**config.mk**
```make
export PLATFORM = sky130hd
export DESIGN_NAME = cis_front
export DESIGN_NICKNAME = d
export VERILOG_FILES = /design/src/sv/cis_pkg.sv /design/src/sv/cis_front.sv
export SDC_FILE = /design/constraint.sdc
export NUM_CORES = 1
export LEC_CHECK = 0
export ABC_AREA = 1
export BUFFER_PORTS_ARGS = -buffer_cell sky130_fd_sc_hd__buf_2
export CORE_AREA = 2 2 86 88
export DETAILED_ROUTE_END_ITERATION = 10
export DIE_AREA = 0 0 88 90
export GPL_ROUTABILITY_DRIVEN = 1
export GPL_TIMING_DRIVEN = 0
export REMOVE_ABC_BUFFERS = 1
export SETUP_SLACK_MARGIN = 0.1
export SYNTH_ARGS = -nofsm -noshare
export SYNTH_HDL_FRONTEND = slang
export SYNTH_SLANG_ARGS = --single-unit
```
**constraint.sdc**
```tcl
create_clock -name clk -period 3.1 [get_ports clk]
set_input_delay 0.155 -clock clk [delete_from_list [all_inputs] [get_ports clk]]
set_output_delay 0.155 -clock clk [all_outputs]
set_load 0.005 [all_outputs]
```
**src/sv/cis_pkg.sv**
```systemverilog
`timescale 1ns / 1ps
package cis_pkg;

    localparam int CAPACITY   = 1024;
    localparam int VALUE_BITS = 32;
    localparam int ADDR_W     = $clog2(CAPACITY);
    localparam int CNT_W      = $clog2(CAPACITY + 1);

    localparam logic KIND_INSERT = 1'b0;
    localparam logic KIND_FIND   = 1'b1;

    localparam logic [1:0] ST_OK   = 2'd0;
    localparam logic [1:0] ST_MISS = 2'd1;
    localparam logic [1:0] ST_FULL = 2'd2;

    typedef struct packed {
        logic                         kind;
        logic signed [VALUE_BITS-1:0] point;
    } item_t;

    typedef struct packed {
        logic [1:0]                   status;
        logic signed [VALUE_BITS-1:0] range_low;
        logic signed [VALUE_BITS-1:0] range_high;
    } result_t;

    // handshake between the item queue and the engine
    typedef struct packed {
        logic  valid;
        item_t item;
    } front_out_t;

endpackage

```
**src/sv/cis_front.sv**
```systemverilog
`timescale 1ns / 1ps
module cis_front
    import cis_pkg::*;
(
    input  logic       clk,
    input  logic       rst_n,
    input  logic       push,
    output logic       full,
    input  item_t      push_item,
    output front_out_t head,
    input  logic       take
);
    item_t      slot_reg [2];
    logic       wr_ptr_reg, wr_ptr_next;
    logic       rd_ptr_reg, rd_ptr_next;
    logic [1:0] fill_reg, fill_next;
    logic       do_push, do_take;

    assign full    = (fill_reg == 2'd2);
    assign do_push = push && !full;
    assign do_take = take && (fill_reg != 2'd0);

    assign head.valid = (fill_reg != 2'd0);
    assign head.item  = slot_reg[rd_ptr_reg];

    always_comb
    begin
        wr_ptr_next = do_push ? ~wr_ptr_reg : wr_ptr_reg;
        rd_ptr_next = do_take ? ~rd_ptr_reg : rd_ptr_reg;
        fill_next   = fill_reg + {1'b0, do_push} - {1'b0, do_take};
    end

    always_ff @(posedge clk or negedge rst_n)
    begin
        if (!rst_n)
        begin
            wr_ptr_reg <= 1'b0;
            rd_ptr_reg <= 1'b0;
            fill_reg   <= 2'd0;
        end
        else
        begin
            wr_ptr_reg <= wr_ptr_next;
            rd_ptr_reg <= rd_ptr_next;
            fill_reg   <= fill_next;
        end
    end

    always_ff @(posedge clk)
    begin
        if (do_push)
        begin
            slot_reg[wr_ptr_reg] <= push_item;
        end
    end
endmodule

```
==> run_results.csv, run 1 <==
group,metric,value,unit
global_route,grt_overflow,0,
clock_tree,clk_pin_slew,0.07,ns
pwr,clkPwrFrac,20.6,%
drt,vias_per_cell,4.25,
timing,post-route-min-period,2.36,ns
synth,avgSynthCellArea,13.1,um2
synth,yosysMostFrequentCell,"nand2_1",
floorplan,die_w,88,um
clock_tree,cts_resized,0,
clock_tree,cts_sinks,70,
synth,syn-cell-area,0.00269,mm2
critical_path,worstPathRequired,2.94,ns
place,place_inst,369,
drt,final_antenna_net_count,0,
clock_tree,clockBufferDepth,2,
drt,vias,1773,
global_route,grt_pass1_vias,1638,
hold_path,hp-class,"input pin to flop",
drt,dr.pass1.iters,4,
synth,synth-async-reset-ratio,5.71,%
cells_and_area,syn_to_final_growth,34.0,%
floorplan,core_area,0.00702,mm2
synth,synthTopCellsByArea,"edfxtp_1, nand2_1, dfrtp_1, nand2_2, buf_6",
critical_path,path_class,"flop to primary output",
critical_path,crit_path_end_kind,"primary output",
global_route,grt_pass1_wl,7600,um
pwr,power_frac_comb,30.4,%
timing,setup_viol,0,
critical_path,crit_arrival,2.20,ns
cells_and_area,diodes,0,
floorplan,die-area,0.00792,mm2
synth,yosys.area.top_type,"edfxtp_1",
pwr,p_int,1.94,mW
synth,synth-main-ff-cell,"edfxtp_1",
critical_path,path_delay_family,"flip-flops",
cells_and_area,final_util,51.4,%
synth,postSynthCellCount,205,
timing,max_freq,424,MHz
synth,synth-seq-cells,70,
pwr,ir_drop,451,uV
drt,wl,5040,um
cells_and_area,fin_cells,417,
synth,synth_edf_count,66,
timing,fin_crit_sh,76.1,%
timing,rsz0062_at_grt,"false",
pwr,power.total,2.91,mW
critical_path,crit_path_top_delay_cell,"dfrtp_1",
global_route,antenna_found_initial,0,
timing,hold_viol_final,0,
pwr,switchingPower,0.969,mW
drt,drcViolationCount,0,
timing,finalClockSkew,0.00532,ns
synth,ys_seq_area_share,77.4,%
floorplan,pin_count,72,
pwr,p_leak,1.59,nW
global_route,grt_max_degree,36,
timing,drv_slew,0,
critical_path,cp_cell_sequence,"inv_8 -> nand2_1 -> nand2_1 -> buf_2",
drt,drt-wirelength-per-cell,12.1,um
critical_path,cp-start-kind,"flop",
pwr,p_per_area,807,mW/mm2
timing,tightest_slew,1.35,ns
global_route,grt_use_total,13.1,%
clock_tree,cts_tree,"yes",
floorplan,row_count,31,
floorplan,die_h,90,um
critical_path,critPathBufInv,2,
clock_tree,cts_buffers,9,
place,post_dp_cell_area,0.00313,mm2
synth,synth_cell_types,12,
critical_path,cp_common_cell,"nand2_1",
synth,synth_common_cells,"nand2_1, edfxtp_1, nand2_2",
timing,relSlewSlack,10.2,%
cells_and_area,largest_reg_flops,66,
cells_and_area,final_layout_size_suffix_gt1_share,31.1,%
synth,yosysTopAreaCellShare,73.6,%
critical_path,crit_fanout,35,
clock_tree,clkLatencyLatePin,0.34,ns
pwr,power_frac_seq,49.0,%
floorplan,start_util,38.3,%
clock_tree,htree_levels,3,
cells_and_area,stdcell_area,0.00361,mm2
drt,drtIter0Drc,88,
cells_and_area,final_net_count,352,
critical_path,max_stage_delay,1.25,ns
outcome,status,"completed",
run,maxCapViolCount,0,
pwr,swShare,33.3,%
clock_tree,clockRootBuffer,"clkbuf_8",
place,dp_hpwl,2950,um
place,place_congestion,0.763,
place,numPortBuffers,71,
synth,ys.warnings.count,0,
## worst paths after layout
| check | startpoint | endpoint | slack [ns] | cells past startpoint |
|---|---|---|---|---|
| max reg2reg | rd_ptr_reg | rd_ptr_reg | 1.23 | 3 |
| min | push_item[31] | slot_reg[1][31] | 0.02 | 1 |
| max | rd_ptr_reg | head[18] | 0.74 | 4 |
| min reg2reg | wr_ptr_reg | wr_ptr_reg | 0.48 | 2 |
| max in group asynchronous | rst_n | rd_ptr_reg | 2.83 | 2 |
| min in group asynchronous | rst_n | fill_reg[0] | 0.15 | 2 |
## cell families (layout without fill, tap and decap cells)
kind of cell / count (synthesis) / after routing / share of synthesized area [%]
adders and majority gates: 2 / 2 / 0.930
DFF: 70 / 70 / 77.4
and+or+nand+nor: 116 / 116 / 17.2
buffers and inverters: 17 / 130 / 4.46
## cell usage in the layout, fill, tap and decap left out, types with 3 or more instances in the layout
cell and count:
nand3_1 3, nand2_2 10, dfrtp_1 4, inv_1 8, edfxtp_1 66, dlygate4sd3_1 32, nand2_1 102, buf_2 71
clkinv_2 5, clkbuf_8 9
## cell type report
class,instances,area [um2]
multi-input combinational,118,497
inverter,10,45.0
clock buffer,10,128
fill,647,3410
timing repair buffer,104,703
sequential,70,2080
clock inverter,6,28.8
tap,99,124
## per-layer routing
layer | track usage [%] | wire [um] | up-vias
met5 | 0 | 0 | -
met1 | 15.2 | 2170 | 823
met4 | 6.15 | 93 | 0
met3 | 4.59 | 239 | 8
met2 | 21.3 | 2540 | 47
li1 | - | - | 895
## timing repair
item / CTS / global route
hold endpoints to repair: 47 / 13
buffers inserted: 0 / 0
hold buffers: 25 / 7
## through the flow
stage	setup WS, ns	hold WS [ns]	TNS (ns)
after global placement	-0.177	-0.0327	-5.76
after floorplan	0.724	-0.141	0
final	0.741	0.0189	0
after CTS	0.620	0.000249	0
after detailed placement	1.01	-0.0307	0
after global routing	0.544	0.00268	0
## power groups by stage
stage,Combinational (mW),Clock [mW],Sequential [mW]
2_1_floorplan,0.469,0,1.41
3_3_place_gp,0.830,0,1.46
3_5_place_dp,0.881,0,1.46
4_1_cts,0.908,0.615,1.44
5_1_grt,1.01,0.660,1.45
6_report,0.884,0.601,1.43
Power figures use the tool's default switching activity.
==> run 2, diff against run 1 <==
clock period = 2.31 ns   (was 3.1 ns; I/O delays follow)
==> run_results.csv, run 2 (synthesis gave the netlist of run 1 again) <==
group,metric,value,unit
clock_tree,clk_pin_slew,0.07,ns
global_route,grt_max_degree,36,
timing,relSlewSlack,49.9,%
timing,hold-worst-slack,0.0170,ns
global_route,grt_pass1_vias,1727,
cells_and_area,syn_to_final_growth,34.8,%
floorplan,pin_count,72,
critical_path,crit_path_top_delay_cell,"dfrtp_2",
pwr,ir_drop,606,uV
critical_path,crit_fanout,35,
clock_tree,htree_levels,3,
critical_path,cp_cell_sequence,"inv_8 -> nand2_1 -> nand2_1 -> buf_2",
cells_and_area,final_layout_size_suffix_gt1_share,31.3,%
outcome,status,"completed",
global_route,grt_pass1_wl,7770,um
timing,drv_slew,0,
cells_and_area,final_util,51.7,%
drt,drtIter0Drc,70,
critical_path,r2r_start,"fill_reg[1]",
hold_path,hp-class,"input pin to flop",
drt,vias_per_cell,4.27,
cells_and_area,diodes,0,
clock_tree,cts_buffers,9,
global_route,grt_overflow,0,
critical_path,cp_common_cell,"nand2_1",
floorplan,die_w,88,um
timing,post-route-min-period,1.86,ns
pwr,p_int,2.60,mW
critical_path,timing.rr.end,"slot_reg[1][25]",
critical_path,path_delay_family,"flip-flops",
clock_tree,cts_tree,"yes",
pwr,power_frac_seq,49.1,%
cells_and_area,stdcell_area,0.00363,mm2
drt,final_antenna_net_count,0,
clock_tree,post-cts-setup-buffer-count,0,
place,dp_hpwl,2950,um
pwr,p_leak,1.60,nW
floorplan,die_h,90,um
timing,hold_viol_final,0,
global_route,antenna_found_initial,0,
pwr,clkPwrFrac,20.5,%
timing,max_freq,538,MHz
cells_and_area,fillers,638,
place,place_congestion,0.763,
clock_tree,clockRootBuffer,"clkbuf_8",
drt,wl,5100,um
critical_path,rrSetupSlack,0.69,ns
clock_tree,clockBufferDepth,2,
hold_path,min_to,"rd_ptr_reg",
floorplan,start_util,38.3,%
floorplan,row_count,31,
hold_path,whs_path_depth,3,
cells_and_area,final_common_cell,"nand2_1",
floorplan,die-area,0.00792,mm2
critical_path,path_class,"flop to primary output",
pwr,power_frac_comb,30.4,%
hold_path,worstHoldStart,"take",
timing,fin_crit_sh,80.5,%
drt,dr.pass1.iters,4,
critical_path,reg2reg_depth,4,
critical_path,crit_arrival,1.74,ns
clock_tree,cts_sinks,70,
critical_path,crit_path_end_kind,"primary output",
place,numPortBuffers,71,
place,post_dp_cell_area,0.00313,mm2
drt,drcViolationCount,0,
global_route,grt_use_total,13.3,%
critical_path,critPathBufInv,2,
cells_and_area,largest_reg_flops,66,
drt,vias,1790,
critical_path,max_stage_delay,0.85,ns
timing,rsz0062_at_grt,"false",
floorplan,core_area,0.00702,mm2
critical_path,worstPathRequired,2.19,ns
drt,drt-wirelength-per-cell,12.2,um
pwr,power.total,3.91,mW
cells_and_area,final_cell_mix,"nand2_1, buf_2, edfxtp_1",
pwr,p_per_area,1080,mW/mm2
timing,tightest_slew,0.751,ns
timing,finalClockSkew,0.00477,ns
pwr,switchingPower,1.30,mW
cells_and_area,final_net_count,354,
pwr,swShare,33.4,%
critical_path,cp-start-kind,"flop",
run,maxCapViolCount,0,
timing,setup_viol,0,
clock_tree,clkLatencyLatePin,0.34,ns
[run 2: cell count changes in the layout (fill, tap and decap cells not counted), sizes merged]
cell	delta
dlygate4sd3	+2
[run 2: worst reg2reg max path: stages, from the launching register on]
cell	delay, ns
dfrtp_1	0.40
nand2_1	0.12
nand2_1	0.13
nor2_4	0.42
buf_16	0.23
[run 2: worst max path at each step]
| stage | startpoint | endpoint | slack [ns] | depth (start not counted) |
|---|---|---|---|---|
| after floorplan | fill_reg[1] | slot_reg[1][0] | -0.07 | 3 |
| after global placement | fill_reg[1] | slot_reg[1][8] | -0.97 | 3 |
| after detailed placement | fill_reg[1] | slot_reg[0][8] | 0.24 | 3 |
| after CTS | fill_reg[1] | slot_reg[0][23] | 0.22 | 3 |
| after global routing | rd_ptr_reg | head[20] | 0.33 | 4 |
| final | rd_ptr_reg | head[18] | 0.45 | 4 |
[run 2: timing repair]
action                                 in CTS  in global routing
setup endpoints to repair                  33                  0
hold buffers                               34                  0
endpoints found under the hold margin      70                  0
gates resized for setup                     1                  0
[run 2: power by group through the flow]
stage                     clock network, mW  registers [mW]  logic, mW
after CTS                             0.825            1.93       1.22
after global placement                    0            1.95       1.11
after floorplan                           0            1.89      0.630
after detailed placement                  0            1.96       1.18
after global routing                  0.883            1.95       1.36
final                                 0.803            1.92       1.19
[run 2: cell type report]
class                           instances  area (um2)  area share, %
Clock buffer                           10         128           3.52
Clock inverter                          6        28.8          0.793
Inverter                               10        45.0           1.24
Multi-Input combinational cell        118         497           13.7
Sequential cell                        70        2080           57.4
Tap cell                               99         124           3.41
Timing Repair Buffer                  106         723           19.9
[run 2: metrics by stage]
step | setup slack [ns] | cells | setup TNS [ns]
floorplan | -0.0660 | 198 | -2.18
global placement | -0.967 | 368 | -31.83
detailed placement | 0.238 | 369 | 0
CTS | 0.218 | 419 | 0
global route | 0.326 | 419 | 0
finish | 0.450 | 419 | 0
[run 2: metal layers]
layer  vias up  share of wire [%]  global-route usage, %
met2        49                 52                   22.6
met3        10                4.4                   4.50
met1       832                 42                   14.5
li1        899                  -                      -
met5         -                  0                      0
met4         0                2.0                   6.54
==> run 3, diff against run 2 <==
clock period = 1.9 ns   (was 2.31 ns; I/O delays follow)
==> run_results.csv, run 3 (synthesis gave the netlist of run 1 again) <==
group,metric,value,unit
outcome,status,"completed",
critical_path,cp_cell_sequence,"inv_8 -> nand2_1 -> nand2_1 -> buf_2",
critical_path,critPathBufInv,2,
floorplan,row_count,31,
global_route,antenna_found_initial,0,
global_route,grt_overflow,0,
drt,dr.pass1.iters,4,
drt,wl,5330,um
cells_and_area,final_common_cell,"nand2_1",
critical_path,path_class,"flop to primary output",
timing,rsz0062_at_grt,"false",
global_route,grt_max_degree,36,
critical_path,crit_path_start,"rd_ptr_reg",
timing,hold-worst-slack,0.0845,ns
floorplan,core_area,0.00702,mm2
drt,drtIter0Drc,79,
critical_path,path_delay_family,"flip-flops",
critical_path,crit_fanout,35,
clock_tree,clockBufferDepth,2,
clock_tree,htree_levels,3,
floorplan,pin_count,72,
cells_and_area,largest_reg_flops,66,
timing,relSlewSlack,66.6,%
critical_path,worstPathRequired,1.80,ns
run,maxCapViolCount,0,
drt,drcViolationCount,0,
place,dp_hpwl,2950,um
cells_and_area,fin_cells,424,
cells_and_area,final_cell_mix,"nand2_1, buf_2, edfxtp_1",
global_route,grt_pass1_wl,8060,um
timing,tightest_slew,0.500,ns
drt,drt-wirelength-per-cell,12.6,um
cells_and_area,stdcell_area,0.00369,mm2
critical_path,reg2reg_depth,4,
floorplan,die_w,88,um
cells_and_area,final_layout_size_suffix_gt1_share,32.0,%
floorplan,die_h,90,um
clock_tree,clockRootBuffer,"clkbuf_8",
place,place_inst,369,
timing,finalClockSkew,0.00532,ns
drt,final_antenna_net_count,0,
cells_and_area,syn_to_final_growth,37.0,%
critical_path,rrSetupSlack,0.28,ns
critical_path,timing.rr.end,"slot_reg[1][25]",
critical_path,cp-start-kind,"flop",
place,place_congestion,0.763,
floorplan,die-area,0.00792,mm2
drt,vias,1805,
critical_path,max_stage_delay,0.67,ns
timing,max_freq,593,MHz
timing,drv_slew,0,
pwr,power.total,4.84,mW
hold_path,hp-class,"input pin to async pin",
place,numPortBuffers,71,
global_route,grt_pass1_vias,1739,
pwr,ir_drop,797,uV
clock_tree,cts_buffers,9,
critical_path,crit_path_end_kind,"primary output",
timing,post-route-min-period,1.69,ns
place,post_dp_cell_area,0.00313,mm2
pwr,p_per_area,1310,mW/mm2
drt,vias_per_cell,4.26,
clock_tree,clkLatencyLatePin,0.34,ns
timing,hold_viol_final,0,
cells_and_area,diodes,0,
cells_and_area,final_net_count,359,
critical_path,crit_arrival,1.59,ns
floorplan,start_util,38.3,%
critical_path,r2r_start,"fill_reg[1]",
pwr,p_leak,1.61,nW
clock_tree,clk_pin_slew,0.07,ns
critical_path,cp_common_cell,"nand2_1",
timing,fin_crit_sh,88.8,%
clock_tree,cts_tree,"yes",
clock_tree,cts_sinks,70,
timing,setup_viol,0,
critical_path,crit_path_top_delay_cell,"dfrtp_4",
global_route,grt_use_total,13.9,%
-- run 3: cell count changes in the layout (fill, tap and decap cells not counted) --
cell           delta
buf_12            +1
inv_2             -1
clkinvlp_4        +2
buf_4             +2
dfrtp_4           +1
dlygate4sd3_1     +1
dfrtp_2           -1
-- run 3: stage by stage --
stage	setup WS, ns	util, %	TNS [ns]
2_1_floorplan	-0.476	-	-15.71
3_3_place_gp	-1.38	44.1	-52.64
3_5_place_dp	-0.172	44.6	-9.06
4_1_cts	0.169	52.0	0
5_1_grt	0.121	52.5	0
6_report	0.214	52.5	0
-- run 3: cell type report --
type	instances	area [um2]
repair inverters	1	7.51
flip-flops and latches	70	2090
multi-input cells	118	497
clock inverters	6	28.8
fillers	632	3330
well taps	99	124
clock buffers	10	128
repair buffers	110	768
inverters	10	48.8
-- run 3: repair_timing --
item                                    4_1_cts  5_1_grt
hold endpoints to repair                     71        0
gates resized for setup                       4        0
cloned                                        1        0
pin swaps                                     0        0
hold buffers                                 35        0
endpoints found under the setup margin       67       33
setup buffers                                 0        3
-- run 3: worst max-delay path by stage --
stage,to,slack [ns],cells past startpoint
global placement,slot_reg[1][8],-1.38,3
detailed placement,slot_reg[0][8],-0.17,3
CTS,slot_reg[0][23],0.17,4
global route,head[20],0.12,4
finish,head[18],0.21,4
floorplan,slot_reg[1][0],-0.48,3
-- run 3: metal layers --
metal	vias up	share of wire, %	track usage, %	wire (um)
li1	905	-	-	-
met1	843	43	15.9	2280
met2	49	52	23.3	2750
met3	8	4.0	4.50	211
met4	0	1.7	6.54	93
met5	-	0	0	0
-- run 3: power breakdown --
group / internal [mW] / switching [mW] / total, mW / leakage (nW)
Combinational: 0.646 / 0.883 / 1.53 / 0.865
Clock: 0.457 / 0.521 / 0.979 / 0.0870
Sequential: 2.11 / 0.222 / 2.33 / 0.661
